$ cat src/rtl/core/kal_pkg.sv
`timescale 1ns / 1ps
`default_nettype none

package kal_pkg;

   // Serial unit sizes
   localparam int MUL_A_W  = 34;               // multiplicand magnitude
   localparam int MUL_B_W  = 32;               // multiplier magnitude, one bit per cycle
   localparam int PROD_W   = MUL_A_W + MUL_B_W;
   localparam int NUM_W    = PROD_W + 1;       // product plus rounding offset
   localparam int DEN_W    = 33;               // divisor magnitude
   localparam int MUL_CW   = $clog2(MUL_B_W);
   localparam int DIV_CW   = $clog2(NUM_W);

   // Register indexes on the configuration port
   typedef enum logic [1:0] {
      CSR_ANGLE_NOISE   = 2'd0,
      CSR_BIAS_NOISE    = 2'd1,
      CSR_MEASURE_NOISE = 2'd2
   } csr_idx_type;

   // Filter sequencer states
   typedef enum logic [2:0] {
      ST_IDLE, ST_MUL_GO, ST_MUL_WAIT, ST_DIV_GO, ST_DIV_WAIT, ST_COMMIT, ST_DONE
   } state_type;

   typedef struct packed {
      logic               start;
      logic [MUL_A_W-1:0] a_mag;
      logic [MUL_B_W-1:0] b_mag;
   } mul_req_type;

   typedef struct packed {
      logic              done;
      logic [PROD_W-1:0] prod;
   } mul_rsp_type;

   typedef struct packed {
      logic             start;
      logic [NUM_W-1:0] num;
      logic [DEN_W-1:0] den;
   } div_req_type;

   typedef struct packed {
      logic             done;
      logic [NUM_W-1:0] quo;
   } div_rsp_type;

   // Clamp a wide signed value to signed 32 bits
   function automatic logic signed [31:0] sat32(input logic signed [68:0] v);
      logic signed [31:0] r;
      if (v[68:31] == '0 || v[68:31] == '1) begin
         r = v[31:0];
      end else if (v[68]) begin
         r = 32'sh8000_0000;
      end else begin
         r = 32'sh7fff_ffff;
      end
      return r;
   endfunction

endpackage

`default_nettype wire

$ cat src/rtl/core/kal_div.sv
`timescale 1ns / 1ps
`default_nettype none

// Restoring divider on magnitudes, one quotient bit per cycle.
module kal_div (
   input  wire logic              clock,
   input  wire logic              reset,
   input  wire kal_pkg::div_req_type req,
   output kal_pkg::div_rsp_type   rsp
);
   import kal_pkg::*;

   logic              busy_ff, busy_in;
   logic              done_ff, done_in;
   logic [DIV_CW-1:0] cnt_ff, cnt_in;
   logic [DEN_W-1:0]  rem_ff, rem_in;
   logic [NUM_W-1:0]  quo_ff, quo_in;
   logic [DEN_W-1:0]  den_ff, den_in;
   logic [DEN_W:0]    trial;
   logic [DEN_W:0]    diff;
   logic              ge;

   // Shift in the next dividend bit, subtract when it fits
   always_comb begin
      busy_in = busy_ff;
      done_in = 1'b0;
      cnt_in  = cnt_ff;
      rem_in  = rem_ff;
      quo_in  = quo_ff;
      den_in  = den_ff;
      trial   = {rem_ff, quo_ff[NUM_W-1]};
      diff    = trial - {1'b0, den_ff};
      ge      = trial >= {1'b0, den_ff};
      if (req.start) begin
         busy_in = 1'b1;
         cnt_in  = '0;
         rem_in  = '0;
         quo_in  = req.num;
         den_in  = req.den;
      end else if (busy_ff) begin
         rem_in = ge ? diff[DEN_W-1:0] : trial[DEN_W-1:0];
         quo_in = {quo_ff[NUM_W-2:0], ge};
         cnt_in = cnt_ff + 1'b1;
         if (cnt_ff == DIV_CW'(NUM_W - 1)) begin
            busy_in = 1'b0;
            done_in = 1'b1;
         end
      end
   end

   always_ff @(posedge clock) begin
      if (reset) begin
         busy_ff <= 1'b0;
         done_ff <= 1'b0;
      end else begin
         busy_ff <= busy_in;
         done_ff <= done_in;
      end
      cnt_ff <= cnt_in;
      rem_ff <= rem_in;
      quo_ff <= quo_in;
      den_ff <= den_in;
   end

   assign rsp.done = done_ff;
   assign rsp.quo  = quo_ff;

endmodule

`default_nettype wire

$ cat config.mk
export PLATFORM = sky130hd
export DESIGN_NAME = kal_div
export DESIGN_NICKNAME = d
export VERILOG_FILES = /design/src/rtl/core/kal_pkg.sv /design/src/rtl/core/kal_div.sv
export SDC_FILE = /design/constraint.sdc
export NUM_CORES = 1
export LEC_CHECK = 0
export ABC_AREA = 1
export BUFFER_PORTS_ARGS = -buffer_cell sky130_fd_sc_hd__buf_4
export CAP_MARGIN = 20
export CORE_UTILIZATION = 45
export CTS_BUF_LIST = sky130_fd_sc_hd__clkbuf_8
export CTS_CLUSTER_DIAMETER = 30
export CTS_CLUSTER_SIZE = 16
export DETAILED_ROUTE_END_ITERATION = 12
export GPL_TIMING_DRIVEN = 0
export PLACE_DENSITY_LB_ADDON = 0.3
export SETUP_SLACK_MARGIN = 0.3
export SYNTH_ARGS = -nofsm -noshare
export SYNTH_HDL_FRONTEND = slang
export SYNTH_SLANG_ARGS = --single-unit
$ cat constraint.sdc
create_clock -name clock -period 2.7 [get_ports clock]
set_input_delay 0.54 -clock clock [delete_from_list [all_inputs] [get_ports clock]]
set_output_delay 0.54 -clock clock [all_outputs]
set_load 0.01 [all_outputs]
== Word-level counts from Yosys, hierarchy flattened ==
Cells that the tools add are included.
Storage, ports and cells
  bits in registers: 142
  word-level logic and storage cells: 20
  output and inout bits: 68
  input bits: 103
Cells by class
  $add $sub $neg: 2
  magnitude comparators: 1
  mux-type cells: 7
  equal/unequal tests: 1
  bitwise operators: 1
  reduce and logical (&&, ||, !) cells: 2
Operators by type and width (count)
  67-bit 2-to-1 mux: 2
  34-bit by 33-bit greater-or-equal comparator with 1-bit output: 1
  33-bit 2-to-1 mux: 1
  33-bit subtractor: 1
  7-bit by 1-bit adder with 7-bit output, second input constant: 1
  7-bit equality test, second input constant: 1
  1-bit 2-to-1 mux: 4
  3-bit OR reduction: 1
  2-bit nonzero test: 1
  1-bit NOT: 1

== Depth between registers and ports, before layout ==
  word-level depth: 4
  gate-level depth with buffers: 18
  depth with buffers taken out: 17

== Worst setup path after synthesis ==
OpenSTA, ideal clock, no wires.
  path kind: input to register
  from: in req[100] in the netlist's numbering
  to: reg quo_ff[0], enable pin
  arrival time: 2.376 ns
  setup time: 0.421 ns
  stages: 4
  buffers on the path: 2
  slack: -0.096 ns
  data required time: 2.279 ns
  cells stage by stage: clkbuf_1 nor2_1 clkbuf_1 inv_1
On the way
  cells in the longest elaborated chain, start to end: 1
Ends and longest elaborated chain
  from (decl): line kal_div.sv:8  | input wire kal_pkg::div_req_type req,
  2-bit nonzero test (no line)
  to (signal assigned): line kal_div.sv:61  | quo_ff <= quo_in;
  to (decl): line kal_div.sv:17  | logic [NUM_W-1:0] quo_ff, quo_in;
No other way between the ends.
A chain may end at the register's enable or synchronous reset.

== Final worst setup path ==
  from: reg quo_ff[66]
  to: reg quo_ff[0], data pin
On the way
  cells in the longest elaborated chain, start to end: 3
Ends and longest elaborated chain
  34-bit by 33-bit greater-or-equal comparator with 1-bit output: line kal_div.sv:33  | ge = trial >= {1'b0, den_ff};
  67-bit 2-to-1 mux: line kal_div.sv:40  | end else if (busy_ff) begin
  67-bit 2-to-1 mux: line kal_div.sv:34  | if (req.start) begin
  via quo_in[0]: line kal_div.sv:17
The timed path passes the listed nets, and every way through them passes these cells. The select of a mux whose other input is x is not followed.

==> run_summary.xml <==
<?xml version="1.0" encoding="UTF-8"?>
<metrics>
  <group name="floorplan">
    <metric name="initial_core_util" unit="">0.466</metric>
    <metric name="dieWidth" unit="µm">140</metric>
    <metric name="boundaryPins" unit="">171</metric>
    <metric name="row_count" unit="">49</metric>
    <metric name="design.die.area" unit="µm²">19500</metric>
    <metric name="coreArea" unit="µm²">18300</metric>
    <metric name="chipHeight" unit="µm">140</metric>
  </group>
  <group name="sta">
    <metric name="worst_hold_slack" unit="ps">242</metric>
    <metric name="hold_violations" unit="">0</metric>
    <metric name="finalSetupViolations" unit="">0</metric>
    <metric name="timing.fmax" unit="GHz">0.433</metric>
    <metric name="fin_skew" unit="ps">19.7</metric>
    <metric name="relSlewSlack" unit="">0.567</metric>
    <metric name="grt_setup_unrepaired" unit="">yes</metric>
    <metric name="period_share" unit="">0.854</metric>
    <metric name="min_period" unit="ps">2310</metric>
    <metric name="final_critical_path_setup_slack" unit="ps">393</metric>
    <metric name="slew_violations" unit="">0</metric>
    <metric name="tightest_slew" unit="ps">649</metric>
    <metric name="timing.setup.tns" unit="ps">0</metric>
  </group>
  <group name="setup_path">
    <metric name="max_stage_delay" unit="ps">420</metric>
    <metric name="worstSetupStartpointType" unit="">register</metric>
    <metric name="crit_path_top_delay_cell" unit="">sky130_fd_sc_hd__edfxtp_1</metric>
    <metric name="timing.critical_path.arrival" unit="ps">2490</metric>
    <metric name="cp-end-kind" unit="">register</metric>
    <metric name="crit_path_cell_trace" unit="">inv_2 &gt; ha_4 &gt; inv_2 &gt; fa_2 &gt; nand2_2 &gt; nand2_4 &gt; nand3b_4 &gt; nand2_4 &gt; nand2_4 &gt; nand2_4 &gt; nand2_4 &gt; nand2_4 &gt; nand2_8 &gt; buf_12 &gt; a31oi_1</metric>
    <metric name="cp_max_fo" unit="">10</metric>
    <metric name="worst-endpoint-required" unit="ps">2880</metric>
    <metric name="crit_buf_inv" unit="">3</metric>
    <metric name="crit_type" unit="">reg -&gt; reg</metric>
    <metric name="r2r-end" unit="">quo_ff[0]</metric>
    <metric name="cpLargestDelayFamily" unit="">simple AND/OR/NAND/NOR gates</metric>
    <metric name="timing.reg2reg.setup_slack" unit="ps">390</metric>
    <metric name="timing.reg2reg.worst_path_depth" unit="">15</metric>
    <metric name="rr_startpoint" unit="">quo_ff[66]</metric>
    <metric name="timing.critical_path.mode_cell" unit="">sky130_fd_sc_hd__nand2_4</metric>
  </group>
  <group name="pwr">
    <metric name="p_leak" unit="µW">0.00571</metric>
    <metric name="power.ir.vdd_worst" unit="V">0.000340</metric>
    <metric name="power.density_cell_area" unit="nW/µm²">473</metric>
  </group>
  <group name="logic_synthesis">
    <metric name="synthesis.area_per_instance" unit="µm²">7.29</metric>
    <metric name="ys_seq_elements" unit="">142</metric>
    <metric name="synth_nets" unit="">1308</metric>
    <metric name="fraction_of_the_yosys_area_taken_by_sequential_cells" unit="">0.451</metric>
    <metric name="dominant_cell_type_by_area_after_synthesis" unit="">sky130_fd_sc_hd__edfxtp_1</metric>
    <metric name="synth_simple_gate_area_share" unit="">0.367</metric>
    <metric name="synth_top_family_by_area" unit="">simple AND/OR/NAND/NOR gates</metric>
    <metric name="synth.area.top_cells" unit="">sky130_fd_sc_hd__edfxtp_1 35%, sky130_fd_sc_hd__nand2_1 25%, sky130_fd_sc_hd__dfxtp_1 9.9%</metric>
    <metric name="area_share_of_xor_xnor_cells_in_the_synthesized_design" unit="">0.0154</metric>
    <metric name="synth_enable_flop_cells" unit="">100</metric>
    <metric name="synth.yosys.warnings" unit="">0</metric>
    <metric name="yosysUniqueCellTypes" unit="">30</metric>
    <metric name="synth_adder_area_share" unit="">0.0537</metric>
    <metric name="netlist_instances" unit="">1169</metric>
    <metric name="synth_compound_gate_area_share" unit="">0.0181</metric>
    <metric name="ys_dominant_reg_cell" unit="">sky130_fd_sc_hd__edfxtp_1</metric>
    <metric name="post_synth_instance_area" unit="µm²">8520</metric>
    <metric name="synth-async-reset-ratio" unit="">0</metric>
    <metric name="synth_mux_area_frac" unit="">0</metric>
    <metric name="synth_largest_type_area_fraction" unit="">0.352</metric>
    <metric name="top_cell_types_by_occurrence_after_synthesis" unit="">563 x sky130_fd_sc_hd__nand2_1, 169 x sky130_fd_sc_hd__inv_1, 100 x sky130_fd_sc_hd__edfxtp_1</metric>
    <metric name="most_frequent_cell_after_synthesis" unit="">sky130_fd_sc_hd__nand2_1</metric>
  </group>
  <group name="finish">
    <metric name="fraction_of_layout_instances_using_a_drive_strength_above_1" unit="">0.192</metric>
    <metric name="fillCellCount" unit="">1679</metric>
    <metric name="antenna_diode_count" unit="">0</metric>
    <metric name="nNetsFinal" unit="">1512</metric>
    <metric name="final_core_utilization" unit="">0.593</metric>
    <metric name="syn_to_final_growth" unit="%">27.2</metric>
  </group>
  <group name="drt">
    <metric name="route.detailed.drc" unit="">0</metric>
    <metric name="num_vias" unit="">7959</metric>
    <metric name="routedWlPerCell" unit="µm">14.2</metric>
    <metric name="route.antenna.remaining_nets" unit="">0</metric>
    <metric name="detailedRoute.firstPassIterationCount" unit="">6</metric>
    <metric name="finalWirelength" unit="µm">23000</metric>
    <metric name="detail_route.vias_per_cell" unit="">4.93</metric>
    <metric name="drtIter0Drc" unit="">543</metric>
  </group>
  <group name="worst_hold_path">
    <metric name="hold_depth" unit="">2</metric>
    <metric name="worstHoldStart" unit="">reset</metric>
    <metric name="worstHoldEndpoint" unit="">busy_ff</metric>
    <metric name="hold_class" unit="">in -&gt; reg</metric>
  </group>
  <group name="global_route">
    <metric name="grt_overflow" unit="">0</metric>
    <metric name="largest_net_degree_at_the_start_of_global_routing" unit="">44</metric>
    <metric name="antenna_found_initial" unit="">0</metric>
    <metric name="gr-usage-all-layers" unit="">0.240</metric>
    <metric name="grt_pass1_vias" unit="">7568</metric>
    <metric name="grt_pass1_wl" unit="µm">36800</metric>
  </group>
  <group name="cts">
    <metric name="tritoncts" unit="">built</metric>
    <metric name="ctsHtreeMaxLevel" unit="">4</metric>
    <metric name="ctsRootBufferMaster" unit="">sky130_fd_sc_hd__clkbuf_8</metric>
    <metric name="cts.sink_count" unit="">142</metric>
    <metric name="insertion_delay" unit="ps">460</metric>
    <metric name="clock_tree.buffer_depth" unit="">2</metric>
    <metric name="cts_inserted_buffers" unit="">17</metric>
    <metric name="holdBufCountCts" unit="">0</metric>
    <metric name="clkSlewWorstSetupHoldPaths" unit="ps">100</metric>
  </group>
  <group name="place">
    <metric name="pre_cts_ws" unit="ps">-117</metric>
    <metric name="dp.final_hpwl" unit="µm">17400</metric>
    <metric name="routabilityCongestion" unit="">0.953</metric>
    <metric name="port-buffer-count" unit="">170</metric>
  </group>
  <group name="run">
    <metric name="timing.max_cap.violations" unit="">0</metric>
  </group>
  <group name="outcome">
    <metric name="outcome" unit="">completed</metric>
  </group>
</metrics>
## flip-flops by register name, summed over array words and instances, names as in the netlist
signal   cells
busy_ff      1
done_ff      1
cnt_ff       7
quo_ff      67
den_ff      33
rem_ff      33
## power by group
group | switching [µW] | internal, µW | total, µW
Clock | 962 | 761 | 1720
Sequential | 82.5 | 2510 | 2600
Combinational | 439 | 371 | 810
## layer usage
metal	global-route usage	up-vias	part of all wire
met2	0.412	301	0.48
met3	0.0733	32	0.088
met5	0	-	0
met4	0.0677	0	0.017
li1	-	4028	-
met1	0.290	3598	0.42
## stage by stage
stage / area [µm²] / cells / power (µW)
2_1_floorplan: 8540 / 1169 / 3030
3_3_place_gp: 10100 / 1568 / 3420
3_5_place_dp: 10100 / 1569 / 3440
4_1_cts: 10600 / 1604 / 5150
5_1_grt: 10800 / 1615 / 5360
6_report: 10800 / 1615 / 5130
## area by class of cell
class,instances,area (µm²),area share
multi-input cells,825,4000,0.369
flip-flops and latches,142,3840,0.355
repair buffers,183,1460,0.134
inverters,169,638,0.0589
well taps,229,287,0.0264
clock buffers,17,234,0.0216
plain buffers,34,224,0.0207
clock inverters,15,150,0.0139
repair inverters,1,5.00,0.000462
## layout by cell type, fill, tap and decap left out, drive strengths merged
cell type,instances
a21oi,24
a31oi,1
and2,5
buf,192
bufinv,1
clkbuf,42
clkinv,1
clkinvlp,5
dfxtp,42
edfxtp,100
fa,1
ha,35
inv,178
nand2,572
nand3,52
nand3b,43
nand4,4
nor2,55
nor3,12
o21ai,4
o21bai,1
or2,1
xnor2,14
xor2,1
## how the worst max path moves through the flow
stage	startpoint	to	slack [ps]	cells past startpoint
global placement	req[100]	quo_ff[10]	-730	5
detailed placement	req[100]	quo_ff[57]	-120	6
floorplan	req[100]	quo_ff[0]	320	4
global route	den_ff[29]	rem_ff[12]	280	15
CTS	quo_ff[66]	rem_ff[19]	300	18
finish	quo_ff[66]	quo_ff[0]	390	15
## kinds of logic (layout without fill, tap and decap cells)
family	count (synthesis)	in the layout
DFF	142	142
adders and majority gates	36	36
and+or+nand+nor	743	744
xor gates and xnor gates	15	15
AOI/OAI and AO/OA	30	30
buffers and inverters	203	419
## repair_timing
| item | 4_1_cts | 5_1_grt |
|---|---|---|
| setup buffers | 3 | 5 |
| gates cloned | 0 | 6 |
| pin swaps | 0 | 9 |
| gates resized for setup | 6 | 33 |
| setup endpoints to repair | 34 | 48 |
(Power assumes the default switching activity.)
