`config.mk`:
```
export PLATFORM = sky130hd
export DESIGN_NAME = kal_mul
export DESIGN_NICKNAME = d
export VERILOG_FILES = /design/src/rtl/core/kal_pkg.sv /design/src/rtl/core/kal_mul.sv
export SDC_FILE = /design/constraint.sdc
export NUM_CORES = 1
export LEC_CHECK = 0
export ABC_CLOCK_PERIOD_IN_PS = 5100
export BUFFER_PORTS_ARGS = -buffer_cell sky130_fd_sc_hd__buf_2
export CAP_MARGIN = 10
export CORE_MARGIN = 1
export CORE_UTILIZATION = 50
export DETAILED_ROUTE_END_ITERATION = 8
export GPL_TIMING_DRIVEN = 0
export PLACE_DENSITY = 0.75
export SETUP_SLACK_MARGIN = 0.3
export SLEW_MARGIN = 30
export SYNTH_ARGS = -nofsm -noshare
export SYNTH_HDL_FRONTEND = slang
export SYNTH_SLANG_ARGS = --single-unit
```
`constraint.sdc`:
```
create_clock -name clock -period 5.1 [get_ports clock]
set_clock_uncertainty 0.1 [all_clocks]
set_input_delay 0.51 -clock clock [delete_from_list [all_inputs] [get_ports clock]]
set_output_delay 0.51 -clock clock [all_outputs]
set_load 0.1 [all_outputs]
```
`src/rtl/core/kal_pkg.sv`:
```
`timescale 1ns / 1ps
`default_nettype none

package kal_pkg;

   // Serial unit sizes
   localparam int MUL_A_W  = 34;               // multiplicand magnitude
   localparam int MUL_B_W  = 32;               // multiplier magnitude, one bit per cycle
   localparam int PROD_W   = MUL_A_W + MUL_B_W;
   localparam int NUM_W    = PROD_W + 1;       // product plus rounding offset
   localparam int DEN_W    = 33;               // divisor magnitude
   localparam int MUL_CW   = $clog2(MUL_B_W);
   localparam int DIV_CW   = $clog2(NUM_W);

   // Register indexes on the configuration port
   typedef enum logic [1:0] {
      CSR_ANGLE_NOISE   = 2'd0,
      CSR_BIAS_NOISE    = 2'd1,
      CSR_MEASURE_NOISE = 2'd2
   } csr_idx_type;

   // Filter sequencer states
   typedef enum logic [2:0] {
      ST_IDLE, ST_MUL_GO, ST_MUL_WAIT, ST_DIV_GO, ST_DIV_WAIT, ST_COMMIT, ST_DONE
   } state_type;

   typedef struct packed {
      logic               start;
      logic [MUL_A_W-1:0] a_mag;
      logic [MUL_B_W-1:0] b_mag;
   } mul_req_type;

   typedef struct packed {
      logic              done;
      logic [PROD_W-1:0] prod;
   } mul_rsp_type;

   typedef struct packed {
      logic             start;
      logic [NUM_W-1:0] num;
      logic [DEN_W-1:0] den;
   } div_req_type;

   typedef struct packed {
      logic             done;
      logic [NUM_W-1:0] quo;
   } div_rsp_type;

   // Clamp a wide signed value to signed 32 bits
   function automatic logic signed [31:0] sat32(input logic signed [68:0] v);
      logic signed [31:0] r;
      if (v[68:31] == '0 || v[68:31] == '1) begin
         r = v[31:0];
      end else if (v[68]) begin
         r = 32'sh8000_0000;
      end else begin
         r = 32'sh7fff_ffff;
      end
      return r;
   endfunction

endpackage

`default_nettype wire

```
`src/rtl/core/kal_mul.sv`:
```
`timescale 1ns / 1ps
`default_nettype none

// Shift-add multiplier on magnitudes, one multiplier bit per cycle.
module kal_mul (
   input  wire logic              clock,
   input  wire logic              reset,
   input  wire kal_pkg::mul_req_type req,
   output kal_pkg::mul_rsp_type   rsp
);
   import kal_pkg::*;

   logic              busy_ff, busy_in;
   logic              done_ff, done_in;
   logic [MUL_CW-1:0] cnt_ff, cnt_in;
   logic [MUL_A_W:0]  hi_ff, hi_in;
   logic [MUL_B_W-1:0] lo_ff, lo_in;
   logic [MUL_A_W-1:0] a_ff, a_in;
   logic [MUL_A_W:0]  sum;

   // Add the multiplicand when the low bit is set, then shift right
   always_comb begin
      busy_in = busy_ff;
      done_in = 1'b0;
      cnt_in  = cnt_ff;
      hi_in   = hi_ff;
      lo_in   = lo_ff;
      a_in    = a_ff;
      sum     = hi_ff + (lo_ff[0] ? {1'b0, a_ff} : '0);
      if (req.start) begin
         busy_in = 1'b1;
         cnt_in  = '0;
         hi_in   = '0;
         lo_in   = req.b_mag;
         a_in    = req.a_mag;
      end else if (busy_ff) begin
         hi_in  = {1'b0, sum[MUL_A_W:1]};
         lo_in  = {sum[0], lo_ff[MUL_B_W-1:1]};
         cnt_in = cnt_ff + 1'b1;
         if (cnt_ff == MUL_CW'(MUL_B_W - 1)) begin
            busy_in = 1'b0;
            done_in = 1'b1;
         end
      end
   end

   always_ff @(posedge clock) begin
      if (reset) begin
         busy_ff <= 1'b0;
         done_ff <= 1'b0;
      end else begin
         busy_ff <= busy_in;
         done_ff <= done_in;
      end
      cnt_ff <= cnt_in;
      hi_ff  <= hi_in;
      lo_ff  <= lo_in;
      a_ff   <= a_in;
   end

   assign rsp.done = done_ff;
   assign rsp.prod = {hi_ff[MUL_A_W-1:0], lo_ff};

endmodule

`default_nettype wire

```
# Yosys cells after proc, flatten, opt, wreduce, memory -nomap -nowiden
# Cells that the tools add are included.
# word_totals
output_inout_bits	67
ff_bits	107
wordCells	19
# op_classes
eq_ne	1
bitwise_logic	1
n_reduce_logical	2
add_sub_neg	2
n_mux	7
# ops
operator	n
2-to-1 mux 32 bit	2
adder 34 x 34 -> 35 bit	1
2-to-1 mux 34 bit	1
adder 5 x 1 -> 5 bit (second input constant)	1
equality test 5 bit (second input constant)	1
2-to-1 mux 1 bit	4
OR reduction 3 bit	1
nonzero test 2 bit	1
inverter 1 bit	1

# Logic depth before layout (Yosys ltp)
# Gate-level depths: netlist of the first run.
# logic_depth
word_depth	4
mapped_depth	12
depth_no_buf	11

# Worst setup path before layout of the first run
# Ideal clock, no wire load.
# synth_timing
path_type	reg-to-reg
from	reg lo_ff[0]
to	reg hi_ff[19]
setup_slack_ns	1.411
stages_incl_launch_ff	13
arrival_time_ns	3.524
n_path_buf	1
path_cell_list	edfxtp_1 > clkbuf_1 > and2_1 > ha_1 > inv_1 > fa_1 > and4b_1 > a211oi_2 > o211ai_1 > a211oi_2 > o21ai_0 > or4b_1 > nand3_1
# synth_between
elab_chain_cells	2
# synth_lines
element	line	text
start, declared	kal_mul.sv:17	logic [MUL_B_W-1:0] lo_ff, lo_in;
start signal, assigned	kal_mul.sv:57	lo_ff <= lo_in;
2-to-1 mux 34 bit	kal_mul.sv:29	sum = hi_ff + (lo_ff[0] ? {1'b0, a_ff} : '0);
adder 34 x 34 -> 35 bit	kal_mul.sv:29	
end signal, assigned	kal_mul.sv:56	hi_ff <= hi_in;
end, declared	kal_mul.sv:16	logic [MUL_A_W:0] hi_ff, hi_in;
# No other way between the ends.
# A chain may end at the register's enable or synchronous reset.

# Final worst setup path of the first run
# Ends and elaborated chain as after synthesis.

==> flow_summary.ini, run 1 <==
[worst_setup_path]
crit_path_max_fanout = 10
cp.depth = 12
critical_path_class = flop to flop
r2r_end = hi_ff[19]$_SDFFE_PP0P_
max_stage_delay_ns = 0.50
cp.arrival_ns = 3.84
r2r-start = lo_ff[0]$_DFFE_PP_
ff2ff_setup_slack_ns = 1.47
worst-r2r-cell-count = 12
cpMaxStageDelayCell = edfxtp_1
cp_common_cell = a211oi_2
critPathCaptureType = flop
crit_buf_inv = 2
start_kind = flop
crit_required_ns = 5.30
path_delay_family = simple AND/OR/NAND/NOR gates
worstPathCellList = clkbuf_1 -> and2_1 -> ha_1 -> inv_1 -> fa_1 -> and4b_1 -> a211oi_2 -> o211ai_1 -> a211oi_2 -> o21ai_0 -> or4b_1 -> nand3_1

[clock_tree]
htree_levels = 3
root_buffer = clkbuf_16
hold_buffers = 0
cts_setup_buffers = 0
clk_path_buf_depth = 2
clk_pin_slew_ns = 0.07
numCtsBuffers = 9
cts_tree = built
cts.sinks = 107
cts_resized = 0
clock_latency_ns = 0.36

[global_routing]
grt_first_pass_wirelength_um = 23500
overflow = 0
grt_max_degree = 39
grt_pass1_vias = 4780
antenna_found_initial = 0
grtUsageTotal_pct = 24.2

[floorplanning]
initial_core_util_pct = 51.6
fp-row-count = 39
core_um2 = 11500
die_area_um2 = 12300
fp.dieH_um = 111
die_w_um = 111
pin_count = 136

[yosys]
synth_area_leaders = edfxtp_1, dfxtp_1, ha_1
synth_common_cells = edfxtp_1, dfxtp_1, ha_1, nand2_1, and2_1
yosysWarnings = 0
postSynthNetCount = 658
synth_most_common_cell = edfxtp_1
synth_top_area_share_pct = 33.3
synth_area_um2 = 5940
synth_edf_count = 66
yosys.area.top_type = edfxtp_1
synth_area_per_cell_um2 = 10.8
ys_async_sr_fraction_pct = 0
ys.flop_type = edfxtp_1
yosysSeqAreaShare_pct = 47.1
ys_ff_latch = 107
netlist_instances = 552
synth.distinct_cells = 64

[placement]
globalplace.congestion = 0.866
portBuffers = 135
dp_hpwl_um = 10600
dp.cells = 830

[timing]
finalSetupTns_ns = 0
fin_crit_ns = 3.63
worst_pin_slew_ns = 0.925
drv_slew = 0
slew_headroom_pct = 38.3
hold_violations = 0
min_period_over_period_pct = 71.3
setup_viol = 0
rsz0062_at_grt = no
fmax_mhz = 275

[routing]
wl_per_cell_um = 17.0
avgViaCountPerCell = 5.58
firstDrtPassIters = 6
ant_nets = 0
vias = 4724
drc_errors = 12
drt_iter0_markers = 260
routed_wl_um = 14400

[power_and_ir_drop]
irDropWorstVdd_v = 0.000379
powerDensity_nw_per_um2 = 361
power.static_leakage_uw = 0.00316

[cells_and_area]
layout.nets = 804
layoutNonFillerInstCount = 846
syn_to_final_growth_pct = 19.3
drive_gt1_share_pct = 29.6
diodes = 0

[outcome]
status = finished with violations
violations = design-rule violations

[worst_hold_path]
hp-class = input port to flop
hold_start = reset
hold_end = busy_ff$_SDFF_PP0_
hold_depth = 2

[run]
max_cap_viol_count = 0
-- final cells by class --
type                    instances  area, um2
clock inverters                 5       40.0
multi-input cells             402       2960
inverters                      13       48.8
well taps                     143        179
repair buffers                135        676
fillers                       988       4420
clock buffers                  11        254
plain buffers                  30        136
flip-flops and latches        107       2800
-- sequential cells by signal, summed over array words and instances (netlist names) --
register  flops
a_ff         34
hi_ff        34
lo_ff        32
cnt_ff        5
busy_ff       1
done_ff       1
-- metal layers --
layer	wire length [um]	vias to the layer above	global-route usage (%)
met2	6840	147	40.5
met4	164	0	6.40
met1	6450	2229	30.9
li1	-	2335	-
met5	0	-	0
met3	952	13	6.67
-- stage by stage --
step                      total power [uW]  hold slack, ns  worst slack [ns]  util, %  cell area [um2]
after CTS                             2580           0.209              1.45     61.6             7090
after detailed placement              1870           0.376              1.50     59.0             6800
after floorplan                       1710           0.367              1.41        -             5940
after global routing                  2670           0.209              1.23     61.6             7090
final                                 2560           0.217              1.47     61.6             7090
after global placement                1860           0.368              1.45     59.0             6800
-- power breakdown --
part,internal (uW),total (uW),switching [uW]
sequential,1000,1050,43.1
clock,368,704,336
combinational,203,812,609
total,1570,2560,988
-- how the worst max path moves through the flow --
stage	startpoint	slack (ns)	to
2_1_floorplan	lo_ff[0]$_DFFE_PP_	1.41	hi_ff[19]$_SDFFE_PP0P_
3_3_place_gp	lo_ff[0]$_DFFE_PP_	1.45	hi_ff[19]$_SDFFE_PP0P_
3_5_place_dp	lo_ff[0]$_DFFE_PP_	1.50	hi_ff[19]$_SDFFE_PP0P_
4_1_cts	lo_ff[0]$_DFFE_PP_	1.45	hi_ff[19]$_SDFFE_PP0P_
5_1_grt	lo_ff[0]$_DFFE_PP_	1.23	hi_ff[19]$_SDFFE_PP0P_
6_report	lo_ff[0]$_DFFE_PP_	1.47	hi_ff[19]$_SDFFE_PP0P_
-- cells in the final DEF, fill, tap and decap left out, types with 3 or more instances in the layout --
cell type	netlist	routed
buf_2	6	141
xor2_1	11	11
ha_1	36	36
nand2b_1	5	5
dfxtp_1	41	41
mux2i_1	15	15
nand3_1	10	10
nand4_1	11	11
clkbuf_1	16	17
o21a_1	5	5
and3_1	5	5
edfxtp_1	66	66
inv_1	13	12
nand2_1	36	36
mux2_2	32	32
a21o_1	19	19
xnor2_1	17	17
buf_1	3	3
a31oi_1	4	4
nor3_1	7	7
and4_1	3	3
o211ai_1	4	4
a21boi_0	3	3
o22ai_1	3	3
nor2_1	33	33
clkbuf_16	0	10
and2_1	34	34
o31a_1	4	4
a31o_2	3	3
o21ai_0	23	23
or3_1	4	4
o21bai_1	4	4
buf_4	4	4
inv_6	0	4
a21oi_1	31	31
o31ai_1	3	3
-- logic make-up (layout without fill, tap and decap cells) --
logic type / count (synthesis) / count (layout) / synth area share [%]
flip-flops: 107 / 107 / 47.1
XOR/XNOR: 28 / 28 / 4.13
AND/OR/NAND/NOR: 161 / 161 / 14.1
buffers and inverters: 43 / 194 / 3.12
multiplexers: 47 / 47 / 8.59
adder cells (fa/ha/maj): 37 / 37 / 7.91
AO/OA/AOI/OAI: 129 / 129 / 15.0
-- worst register-to-register path: cells and delay by family, from the launching register on --
kind / cells / cell delay, ns
compound gates: 4 / 0.91
fa+ha+maj: 2 / 0.56
buf+inv: 2 / 0.44
flops: 1 / 0.50
simple gates: 4 / 1.05
No activity file was read; power rests on OpenSTA's default activity.
==> run 2, diff against run 1 <==
--- a/config.mk
+++ b/config.mk
@@ -5,14 +5,15 @@
 export SDC_FILE = /design/constraint.sdc
 export NUM_CORES = 1
 export LEC_CHECK = 0
-export ABC_CLOCK_PERIOD_IN_PS = 5100
+export ABC_AREA = 1
+export ABC_CLOCK_PERIOD_IN_PS = 3600
 export BUFFER_PORTS_ARGS = -buffer_cell sky130_fd_sc_hd__buf_2
 export CAP_MARGIN = 10
 export CORE_MARGIN = 1
 export CORE_UTILIZATION = 50
 export DETAILED_ROUTE_END_ITERATION = 8
 export GPL_TIMING_DRIVEN = 0
-export PLACE_DENSITY = 0.75
+export PLACE_DENSITY = 0.74
 export SETUP_SLACK_MARGIN = 0.3
 export SLEW_MARGIN = 30
 export SYNTH_ARGS = -nofsm -noshare
==> constraint.sdc (replaced) <==
create_clock -name clock -period 3.6 [get_ports clock]
set_clock_uncertainty 0.1 [all_clocks]
set_input_delay 0.36 -clock clock [delete_from_list [all_inputs] [get_ports clock]]
set_output_delay 0.36 -clock clock [all_outputs]
set_load 0.1 [all_outputs]
==> run 2 against run 1 <==
The run now ends clean. Wire length increased by 12%. Fmax is 19% higher. Synthesized cell count up 54%. Sequential cell count unchanged. Combinational power up 26%. Critical path type unchanged. Largest cell class unchanged.
==> flow_summary.ini, run 2 <==
[timing]
min_period_over_period_pct = 84.6
worst_pin_slew_ns = 0.822
rsz0062_at_grt = no
drv_slew = 0
slew_headroom_pct = 45.2
finalSetupTns_ns = 0
hold_violations = 0
fin_crit_ns = 3.05
fmax_mhz = 328
setup_viol = 0

[worst_setup_path]
critical_path_class = flop to flop
crit_path_max_fanout = 10
crit_buf_inv = 5
critPathCaptureType = flop
crit_required_ns = 3.76
cpMaxStageDelayCell = fa_1
path_delay_family = simple AND/OR/NAND/NOR gates
cp.arrival_ns = 3.21
start_kind = flop
max_stage_delay_ns = 0.41
worstPathCellList = clkbuf_2 -> clkbuf_2 -> nand2_1 -> inv_1 -> ha_1 -> inv_1 -> fa_1 -> inv_1 -> nand3_1 -> nand2_1 -> nand2_1 -> nand2_2 -> nand2_1 -> nand2_2 -> nand3_2 -> nand2_1 -> nand2_1 -> nand3_1 -> nand2_1
cp_common_cell = nand2_1

[cells_and_area]
final_common_cell = nand2_1
final_cell_mix = nand2_1, buf_2, inv_1
diodes = 0
layout.nets = 1102
top_regs = a_ff x34, hi_ff x34, lo_ff x32
syn_to_final_growth_pct = 18.9
drive_gt1_share_pct = 19.7

[floorplanning]
pin_count = 136
fp.dieH_um = 115
die_w_um = 115
die_area_um2 = 13200
fp-row-count = 40
initial_core_util_pct = 52.2
core_um2 = 12200

[yosys]
synth_area_um2 = 6380
yosysWarnings = 0
netlist_instances = 850
postSynthNetCount = 956
synth_area_per_cell_um2 = 7.50
yosysSeqAreaShare_pct = 43.9
synth_common_cells = nand2_1, inv_1, edfxtp_1, nor2_1, dfxtp_1
synth_edf_count = 66
ys_async_sr_fraction_pct = 0
synth_most_common_cell = nand2_1
ys.flop_type = edfxtp_1
yosys.area.top_type = edfxtp_1
ys_ff_latch = 107
synth_top_area_share_pct = 31.1
synth_area_leaders = edfxtp_1, nand2_1, dfxtp_1
synth.distinct_cells = 37

[power_and_ir_drop]
finalPower_uw = 3530
irDropWorstVdd_v = 0.000343
powerDensity_nw_per_um2 = 465
power.static_leakage_uw = 0.00404

[routing]
top_layer = met4
wl_met2_um = 7370
ant_nets = 0
firstDrtPassIters = 5
wl_per_cell_um = 13.8
drt_iter0_markers = 374
drt-met1-wl_um = 7360
drc_errors = 0
vias = 5804
wl_met3_um = 1090
avgViaCountPerCell = 4.96
routed_wl_um = 16100

[global_routing]
grt_max_degree = 36
antenna_found_initial = 0
overflow = 0
grt_first_pass_wirelength_um = 26300
grt_pass1_vias = 5529
grtUsageTotal_pct = 26.0

[worst_hold_path]
hp-class = input port to flop

[clock_tree]
root_buffer = clkbuf_16
cts_tree = built
clk_pin_slew_ns = 0.08
clock_latency_ns = 0.36
htree_levels = 3
cts.sinks = 107
cts_setup_buffers = 0
numCtsBuffers = 9
clk_path_buf_depth = 2

[placement]
globalplace.congestion = 0.887
dp_hpwl_um = 12600
portBuffers = 135

[run]
max_cap_viol_count = 0

[outcome]
status = finished, final reports clean
[run 2: changes by cell type after synthesis, moves of 6 or more]
cell     change
inv_1      +105
mux2_2      -32
nand2_1    +291
mux2i_1     -15
a21oi_1      +6
o21ai_1      +8
nor2_2       +7
xor2_1      -10
o21ai_0      +8
nor2_1       +9
nand3_1     +28
a21o_1      -19
nand2_2     +17
and2_1      -34
[run 2: path summary, 6_finish.rpt]
path	start	to	slack, ns	depth (start not counted)
hold / removal	req[52]	a_ff[20]$_DFFE_PP_	0.06	1
setup reg to reg	lo_ff[0]$_DFFE_PP_	hi_ff[27]$_SDFFE_PP0P_	0.55	19
setup / recovery	lo_ff[0]$_DFFE_PP_	hi_ff[27]$_SDFFE_PP0P_	0.55	19
hold reg to reg	hi_ff[14]$_SDFFE_PP0P_	hi_ff[14]$_SDFFE_PP0P_	0.38	2
[run 2: kinds of logic (layout without fill, tap and decap cells)]
logic type / count (synthesis) / count (layout) / share of synthesized area, %
flops: 107 / 107 / 43.9
buf+inv: 138 / 289 / 8.24
compound gates: 90 / 90 / 7.63
fa+ha+maj: 37 / 37 / 7.38
simple gates: 463 / 463 / 30.8
xor+xnor: 15 / 15 / 2.06
[run 2: timing repair]
action | 4_1_cts | 5_1_grt
gates resized for setup | 1 | 2
endpoints found under the setup margin | 3 | 4
hold buffers | 0 | 0
[run 2: cell type report]
type / count / area, um2
tap: 168 / 210
sequential: 107 / 2800
multi-input combinational: 605 / 3050
timing repair buffer: 135 / 676
buffer: 17 / 73.8
inverter: 121 / 454
fill: 1179 / 4630
clock buffer: 10 / 250
clock inverter: 6 / 65.1
[run 2: per-stage QoR]
| stage | instances | utilization [%] | setup slack [ns] | hold slack, ns | instance area, um2 |
|---|---|---|---|---|---|
| 6_report | 1169 | 62.1 | 0.553 | 0.0642 | 7580 |
| 3_5_place_dp | 1153 | 59.5 | 0.217 | 0.362 | 7260 |
| 2_1_floorplan | 850 | - | 0.362 | 0.336 | 6380 |
| 5_1_grt | 1169 | 62.1 | 0.302 | 0.0522 | 7580 |
| 3_3_place_gp | 1153 | 59.5 | 0.277 | 0.358 | 7260 |
| 4_1_cts | 1169 | 62.1 | 0.368 | 0.0539 | 7580 |
[run 2: power breakdown]
group | switching, uW | total [uW] | internal [uW]
Combinational | 801 | 1020 | 214
Clock | 506 | 1040 | 532
Sequential | 57.9 | 1470 | 1410
Total | 1360 | 3530 | 2160
[run 2: routing by layer]
metal	GRT usage, %	up-vias
met1	34.6	2570
met3	4.74	19
li1	-	3008
met2	42.2	207
met4	9.61	0
met5	0	-
[run 2: worst register-to-register path: stages, from the launching register on]
cell and delay [ns]:
edfxtp_1 0.34, clkbuf_2 0.22, clkbuf_2 0.27, nand2_1 0.14, inv_1 0.09, ha_1 0.19, inv_1 0.07, fa_1 0.41
inv_1 0.15, nand3_1 0.08, nand2_1 0.17, nand2_1 0.09, nand2_2 0.10, nand2_1 0.07, nand2_2 0.10, nand3_2 0.10
nand2_1 0.09, nand2_1 0.04, nand3_1 0.08, nand2_1 0.05
